==> src/hdl/npcm_pkg.sv <==
// Shared types and constants for the nearest palette colour match block.
// No dependencies; imported by every module of the block except npcm_ram.
package npcm_pkg;

    localparam int PALETTE_ENTRIES = 256;
    localparam int IDX_W           = $clog2(PALETTE_ENTRIES);
    localparam int CH_W            = 8;
    localparam int ENTRY_W         = 3 * CH_W;
    localparam int FIELD_IDX_W     = 8;
    localparam int DIST_W          = 10;

    localparam logic [DIST_W-1:0] DIST_START = DIST_W'(1000);

    localparam logic FUNC_WRITE = 1'b0;
    localparam logic FUNC_QUERY = 1'b1;

    typedef struct packed {
        logic start;
        logic write;
        logic scan;
        logic emit;
    } npcm_cmd_t;

    typedef struct packed {
        logic done;
        logic out_free;
    } npcm_stat_t;

endpackage

==> src/hdl/npcm_ctrl.sv <==
// Controller state machine: accepts words, sequences the palette scan and
// hands the result to the output register. Depends on npcm_pkg.
module npcm_ctrl import npcm_pkg::*; (
    input  logic       aclk,
    input  logic       aresetn,
    input  logic       s_tvalid,
    input  logic       s_tuser,
    output logic       s_tready,
    output npcm_cmd_t  cmd,
    input  npcm_stat_t stat
);

    localparam logic [1:0] ST_IDLE = 2'd0;
    localparam logic [1:0] ST_SCAN = 2'd1;
    localparam logic [1:0] ST_FIN  = 2'd2;

    logic [1:0] state_reg;
    logic [1:0] state_next;
    logic       accept;

    assign s_tready = (state_reg == ST_IDLE);
    assign accept   = s_tvalid && s_tready;

    always_comb begin
        cmd.write = accept && (s_tuser == FUNC_WRITE);
        cmd.start = accept && (s_tuser == FUNC_QUERY);
        cmd.scan  = (state_reg == ST_SCAN);
        cmd.emit  = (state_reg == ST_FIN) && stat.out_free;
    end

    always_comb begin
        state_next = state_reg;
        unique case (state_reg)
            ST_IDLE: begin
                if (cmd.start) begin
                    state_next = ST_SCAN;
                end
            end
            ST_SCAN: begin
                if (stat.done) begin
                    state_next = ST_FIN;
                end
            end
            ST_FIN: begin
                if (cmd.emit) begin
                    state_next = ST_IDLE;
                end
            end
            default: begin
                state_next = ST_IDLE;
            end
        endcase
    end

    always_ff @(posedge aclk) begin
        if (!aresetn) begin
            state_reg <= ST_IDLE;
        end else begin
            state_reg <= state_next;
        end
    end

`ifndef NO_ASSERTIONS
    a_done_only_in_scan: assert property (@(posedge aclk) disable iff (!aresetn)
        (state_reg == ST_SCAN && stat.done) |=> (state_reg == ST_FIN))
        else $error("scan completion did not move to result hand-off");
    a_no_accept_while_busy: assert property (@(posedge aclk) disable iff (!aresetn)
        (state_reg == ST_SCAN || state_reg == ST_FIN) |-> !s_tready)
        else $error("input ready while a query is in progress");
`endif

endmodule

==> config.mk <==
export PLATFORM = sky130hd
export DESIGN_NAME = npcm_ctrl
export DESIGN_NICKNAME = d
export VERILOG_FILES = /design/src/hdl/npcm_pkg.sv /design/src/hdl/npcm_ctrl.sv
export SDC_FILE = /design/constraint.sdc
export NUM_CORES = 1
export LEC_CHECK = 0
export BUFFER_PORTS_ARGS = -buffer_cell sky130_fd_sc_hd__clkbuf_2
export CAP_MARGIN = 10
export CORE_AREA = 2 2 39 41
export DETAILED_ROUTE_END_ITERATION = 6
export DIE_AREA = 0 0 41 43
export PLACE_DENSITY_LB_ADDON = 0.2
export SLEW_MARGIN = 20
export SYNTH_ARGS = -nofsm -noshare
export SYNTH_HDL_FRONTEND = slang
export SYNTH_SLANG_ARGS = --single-unit
==> constraint.sdc <==
create_clock -name aclk -period 1.35 [get_ports aclk]
set_clock_uncertainty 0.05 [all_clocks]
set_input_delay 0.3375 -clock aclk [delete_from_list [all_inputs] [get_ports aclk]]
set_output_delay 0.3375 -clock aclk [all_outputs]
set_load 0.05 [all_outputs]
Word level (Yosys, flattened, before mapping). Cells that the tools add are included.

Flip-flop bits (word level): 2. Input port bits: 6. Output and inout port bits: 5. Word-level logic and storage cells: 17.

Equal/unequal tests: 5. Mux-type cells: 4. Bitwise gates (word level): 1. Reduce and logical (&&, ||, !) cells: 6.

Operator list (number): 2-bit 2-to-1 mux (3); 2-bit case mux with 3 select lines (1); 1-bit logical AND (4); 2-bit by 1-bit inequality test with 1-bit output (second input constant) (2); 3-bit AND reduction (1); 2-bit by 1-bit equality test with 1-bit output (second input constant) (1); 2-bit equality test (second input constant) (1); 2-bit logical NOT (1); 2-bit inequality test (second input constant) (1); 1-bit NOT (1).

Logic depth before layout (Yosys ltp). Gate-level depths: netlist of run 1.

Word-level depth: 5. Depth in mapped cells: 2. Gate-level depth less buffers: 2.

Worst setup path before layout of run 1. Ideal clock, no wire load.

Kind: reg2out. From: register state_reg[0]. To: output cmd[2] in the netlist's numbering. Arrival time: 2.024 ns. Data required time: 0.962 ns. Slack: -1.061 ns. Stages on the path, launching flop included: 2. Path buffers: 0. Path through: dfxtp_1 nor4b_1.

RTL lines: from (decl) (line npcm_ctrl.sv:17) `logic [1:0] state_reg;`; from (signal assigned) (line npcm_ctrl.sv:59) `state_reg <= state_next;`; to (decl) (line npcm_ctrl.sv:9) `output npcm_cmd_t cmd,`.

==> results.txt, run 1 <==
* Final Hold Vio Count: 0
* Outcome: finished with violations
* Sequential fraction of the synthesis area: 32.7%
- Arrival time at the worst endpoint: 1.06 ns
- At the worst endpoint, the required time is 0.96 ns.
- Most crowded layer after global routing: met2
* Design area: 335 µm²
* Final antenna-violating net count: 0
* Met1 Track Usage GR: 6.71%
* Count of clock tree sinks: 2
* DPL Wire Length: 314 µm
* Slew HR: 86.6%
- VDD sags by at most 0.387 mV.
* Worst flop-to-flop path endpoint: state_reg[1]
- The path with the worst hold slack has its endpoint at state_reg[0].
- The number of global-route vias before repair is 174.
* RSZ-0062 raised after global routing: yes
- Counting every net in the synthesized netlist gives 21.
- Die outline width: 41 µm
- Die boundary height: 43 µm
- Post-Syn Area per Cell: 8.17 µm²
- Counting flops and latches in the post-synthesis netlist gives 2.
- The final number of max-transition violations is 0.
- Among all stages on the critical path, the largest delay is contributed by dfxtp_4.
- The worst register-to-register path begins at state_reg[0].
- Global-route track usage on met2: 7.19%
* Commonest cells after routing, fill and taps aside: clkbuf_2 (5), clkbuf_4 (4)
* Final-report setup violation count: 2
- Clock Latency Late Sink: 0.22 ns
- Final clock period utilization by the worst path: 107%
- In this run the worst path has a maximum fanout of 7.
- Among cell families on the critical path, the largest total delay comes from flip-flops.
- Violated checks: setup timing
* Number of H-tree branching levels: 1
- Derived from the worst setup path, the maximum achievable clock frequency is 689 MHz.
* Detailed-route wire length per cell: 8.60 µm
* Worst R2R Setup Slack: 0.11 ns
* Reported max-cap violation count: 0
- Placed Instance Area: 225 µm²
* Initial standard-cell utilization of the core: 8.86%
- By area the synthesized netlist is led by dfxtp_1 (33%), nand3b_1 (12%), nand2b_1 (10%), nor4b_1 (7.1%), or3b_1 (7.1%).
- The largest single stage delay on the critical path is 0.36 ns.
* Antenna diodes: 0
* Number of buffers and inverters on the critical path: 1
* Distinct cell type count of the synthesized netlist: 11
- Crit path kind: register to output pin
- Number of placed cells counting well taps: 41
- The clock passes through at most 2 buffers.
- Classification of the worst-slack hold path: primary input to register
- Cell depth of the worst min-delay path: 3
- Setup ws final: -0.101 ns
- Using the TritonRoute via totals, the vias-per-cell ratio works out to 3.68.
- Clock tree synthesis inserted a total of 3 buffers.
- STA classifies the critical path startpoint as a register.
* Cell count of the worst reg-to-reg path: 4
- For this run the aggregate overflow at the end of global routing stands at 0.
- Area of the die: 1760 µm²
* Util after Layout: 24.2%
* Clock-pin transition on the worst setup and hold timing paths: 0.03 ns
- Global routing consumed, over all layers together, 5.71% of the routing resources.
- The synthesized netlist occupies a cell area of 123 µm².
- Entering global routing, the biggest net connects 8 pins.
* Share of the synthesized area in the top cell type: 32.7%
* CP endpoint kind: output pin
* Critical path, cell by cell: nor4b_4, clkbuf_8
- Slew at the pin closest to its max-slew limit: 0.200 ns
- First-pass GRT wire length: 676 µm
- The design draws 0.000292 W.
* Count of buffers from port buffering: 10
* Total Wirelength: 404 µm
* Leakage dissipation: 0.145 nW
- The largest total area in the synthesized netlist belongs to dfxtp_1.
* Number of flip-flops under the largest register name: 2
- Total Nets Final: 39
* TritonCTS clock tree: done
- Final estimated routing congestion in global placement: 0.616
- The library cell used most frequently in the layout, excluding fill and tap cells, is clkbuf_2.
- Relative to the synthesized area, the layout overhead comes to 173%.
- PD cells: 870 nW/µm²
* Root Buffer Master: clkbuf_4
* Number of rows in the core area: 14
- # fillers: 156
- Yosys printed 0 warnings.
* Initial antenna violation count: 0
- Met3 demand-to-capacity share in global routing: 3.66%
- Excluding fillers, the count of instances in the completed layout stands at 47.
- Number of DRC markers after the initial detailed-route iteration: 1
- The worst path in the final design needs a cycle of 1.45 ns, including I/O delays and setup.
- In the routed design, unresolved DRC markers number 0.
- Total via count in the routed design: 173
* Fraction of layout cells with a size suffix above 1: 71.0%
- Hold wc startpoint: aresetn
- Drt first pass iters: 2
* Core region area: 1380 µm²
* Number of cells produced by synthesis: 15
* Ports placed on the boundary: 11
[cell usage after synthesis, drive strengths merged]
master and n:
nand3b 2, and2b 1, nand2 1, nor4b 1
dfxtp 2, nand2b 2, a21boi 1, and3 1
nor2 2, a21oi 1, or3b 1
[report_power, final]
group	internal [W]	switching, W	total (W)
sequential	0.0000603	0.00000596	0.0000663
combinational	0.0000463	0.0000482	0.0000945
clock	0.0000980	0.0000330	0.000131
total	0.000205	0.0000872	0.000292
[layout make-up]
cell class	count	area (µm²)	area share (%)
clock buffers	3	22.5	6.72
multi-input cells	13	118	35.1
flip-flops and latches	2	47.5	14.2
well taps	16	20.0	5.97
repair buffers	13	128	38.1
[through the flow]
step	TNS (ns)	worst slack (ns)	hold WS, ns
2_1_floorplan	-0.0699	-0.0353	0.410
3_3_place_gp	-0.0583	-0.0583	0.485
3_5_place_dp	-0.0841	-0.0841	0.506
4_1_cts	-0.238	-0.129	0.276
5_1_grt	-0.322	-0.164	0.297
6_report	-0.163	-0.101	0.286
[logic make-up after synthesis]
group	Yosys count	share of synthesized area [%]
AOI/OAI and AO/OA	2	10.2
DFF	2	32.7
and+or+nand+nor	11	57.1
[worst max-delay path by stage]
stage                      start     end  slack (ns)  cells past startpoint
CTS                 state_reg[1]  cmd[2]       -0.13                      2
detailed placement       s_tuser  cmd[2]       -0.08                      3
global route        state_reg[1]  cmd[2]       -0.16                      2
floorplan           state_reg[1]  cmd[3]       -0.04                      2
finish              state_reg[1]  cmd[2]       -0.10                      2
global placement         s_tuser  cmd[2]       -0.06                      3
[timing repair]
item / 4_1_cts / 5_1_grt
pin swaps: 1 / 1
buffers inserted: 2 / 1
hold buffers: 0 / 0
setup endpoints to repair: 5 / 4
gates resized for setup: 12 / 4
cloned: 0 / 0
[tightest hold or removal path, stage by stage]
cell and delay, ns:
clkbuf_2 0.09, nand2b_1 0.06, a21oi_1 0.04
[layer usage]
layer,vias to the layer above,part of all wire [%]
li1,86,-
met2,9,47
met4,0,0
met5,-,0
met3,0,11
met1,78,42
Power figures use the tool's default switching activity.
==> inputs of run 2 (changes only) <==
==> constraint.sdc (replaced) <==
create_clock -name aclk -period 1.35 [get_ports aclk]
set_clock_uncertainty 0.05 [all_clocks]
set_input_delay 0.3375 -clock aclk [delete_from_list [all_inputs] [get_ports aclk]]
set_output_delay 0.3375 -clock aclk [all_outputs]
set_load 0.02 [all_outputs]
==> run 2 against run 1 <==
The run still ends with setup timing left. Routed wire length is 3.0% higher. Global-route usage is 0.10 points lower. Clock power up 3%. Critical path type unchanged. Largest cell class is now multi-input combinational cells. Highest routed layer unchanged.
==> results.txt, run 2 (synthesis results as in run 1) <==
* Outcome: finished with violations
- Violated checks: setup timing
- Ports placed on the boundary: 11 (unchanged)
- The part of the total power dissipated in combinational logic is 21.5% (-11 points).
- The number of flip-flops in the largest register is 2 (unchanged).
- The die width is 41 µm (unchanged).
- The clock edge transition at the registers on the reported setup and hold paths came to 0.03 ns (about the same).
* Clock Latency Late Sink: 0.22 ns (about the same)
* Number of DRC markers after the initial detailed-route iteration: 0 (-1)
- The total of buffers placed on input and output ports came to 10 (unchanged).
- The number of global-route vias before repair was 128 (-26%).
- Hold wc startpoint: aresetn
- Slew at the pin closest to its max-slew limit: 0.186 ns (-0.0139 ns)
- Classification of the worst-slack hold path: primary input to register
- The cell internal power dissipation is 0.000189 W (-7.8%).
- Reported max-cap violation count: 0 (unchanged)
- Total Wirelength: 416 µm (+3.0%)
- Total via count in the routed design: 164 (-5.2%)
* Count of pins over their slew limit: 0 (unchanged)
- The part of the total power dissipated in sequential elements came to 25.7% (+3.0 points).
- The final weighted congestion in routability-driven placement came to 0.552 (-11%).
- Final-report setup violation count: 2 (unchanged)
- Number of H-tree branching levels: 1 (unchanged)
* DPL Wire Length: 280 µm (-11%)
- Area of the die: 1760 µm² (unchanged)
* TritonCTS clock tree: done
* GR Util All Layers: 5.61% (-0.10 points)
* Leakage dissipation: 0.122 nW (-16%)
- The fmax was 721 MHz (+4.7%).
- Clock power share: 52.8% (+7.9 points)
* Detailed-route wire length per cell: 9.04 µm (+5.2%)
- CP endpoint kind: output pin
* Worst slack on hold paths: 0.294 ns (+0.00785 ns)
* Most common cell after layout, fill and taps aside: clkbuf_2
- The required time of the critical path came to 0.96 ns (about the same).
- The setup slack after layout was -0.0365 ns (+0.0646 ns).
- Crit path kind: register to output pin
- Max Fanout on Critical Path: 5 (-2)
- Slew HR: 87.6% (+0.95 points)
* Initial standard-cell utilization of the core: 8.86% (unchanged)
- Root Buffer Master: clkbuf_4
* # fillers: 154 (-1.3%)
* Final antenna-violating net count: 0 (unchanged)
- Final Hold Vio Count: 0 (unchanged)
- Switching power total: 0.0000670 W (-23%)
- The data arrival at the endpoint of the critical path came to 1.00 ns (-0.06 ns).
* Die boundary height: 43 µm (unchanged)
- The initial antenna violation count came to 0 (unchanged).
- Time the final worst path needs with I/O delays and setup: 1.39 ns (-0.0646 ns)
- Bufs on Longest Clock Path: 2 (unchanged)
* Antenna diodes: 0 (unchanged)
- Cts-stage hold buffer count: 0 (unchanged)
* Growth of design area from synthesis to finish: 119%
* Dpl ws: 0.0863 ns (+0.170 ns)
* Core region area: 1380 µm² (unchanged)
- The largest net degree at the start of global routing was 9 (+1).
- The average via count per standard cell was 3.57 (-3.1%).
- The iteration count of the initial detailed-routing pass came to 1 (-1).
- In this run the worst setup path begins at state_reg[1].
* Total gr overflow: 0 (unchanged)
- STA classifies the critical path startpoint as a register.
- Peak supply drop: 0.311 mV (-19%)
- Number of buffers created by CTS: 3 (unchanged)
- Final clock period utilization by the worst path: 103% (-4.8 points)
- Total Nets Final: 38 (-2.6%)
- Setup repair after global routing could not meet its margin everywhere.
- Switching fraction of total power: 26.2% (-3.7 points)
- Leaving out fill and tap cells, the most frequent cells in the layout are clkbuf_2 (8), clkbuf_4 (3), buf_4 (3).
* Reg2Reg Launch Point: state_reg[0]
- First-pass GRT wire length: 531 µm (-21%)
- The proportion of layout cells with a drive suffix above 1 is 66.7% (-4.3 points).
- The DRC violation count after routing is 0 (unchanged).
- The number of core rows came to 14 (unchanged).
* PD cells: 950 nW/µm² (+9.2%)
- Count of clock tree sinks: 2 (unchanged)
## run 2: cell types whose count changed in the layout (fill, tap and decap cells not counted), sizes merged
cell,delta
buf,-1
## run 2: worst max-delay path, stage by stage, from the launching register on
cell	delay, ns
dfxtp_4	0.36
nor4b_2	0.24
buf_4	0.18
## run 2: metrics by stage
stage	total power (W)	instance area, µm²	TNS (ns)	instances	utilization (%)
final	0.000256	269	-0.0518	46	19.4
after global routing	0.000284	269	-0.140	46	19.4
after CTS	0.000253	250	-0.115	45	18.1
after detailed placement	0.000111	201	0	41	14.6
after global placement	0.000109	201	0	41	14.6
after floorplan	0.0000914	131	0	15	-
## run 2: final cells by class
class | count | area [µm²] | share of cell area [%]
clock buffers | 3 | 22.5 | 8.37
multi-input cells | 13 | 101 | 37.7
flip-flops and latches | 2 | 47.5 | 17.7
well taps | 16 | 20.0 | 7.44
repair buffers | 12 | 77.6 | 28.8
## run 2: power by group through the flow
stage / combinational [W] / clock [W] / sequential (W)
floorplan: 0.0000244 / 0 / 0.0000670
global placement: 0.0000412 / 0 / 0.0000678
detailed placement: 0.0000423 / 0 / 0.0000686
CTS: 0.0000479 / 0.000139 / 0.0000655
global route: 0.0000595 / 0.000158 / 0.0000661
finish: 0.0000550 / 0.000135 / 0.0000657
## run 2: repair_timing
action                                  in CTS  in global routing
setup buffers                                1                  1
endpoints found under the setup margin       4                  2
pin swaps                                    2                  1
resized for setup                            7                  4
## run 2: per-layer routing
metal	wire, µm	track usage [%]	part of all wire (%)	vias up
met3	53	4.71	13	0
met1	168	5.11	40	68
met5	0	0	0	-
li1	-	-	-	85
met2	194	5.94	47	11
met4	0	8.00	0	0
## run 2: path summary, 6_finish.rpt
| kind | slack, ns | cells after the start | to |
|---|---|---|---|
| min reg2reg | 0.57 | 2 | state_reg[0] |
| min | 0.29 | 3 | state_reg[0] |
| max | -0.04 | 2 | cmd[2] |
| max reg2reg | 0.23 | 3 | state_reg[1] |
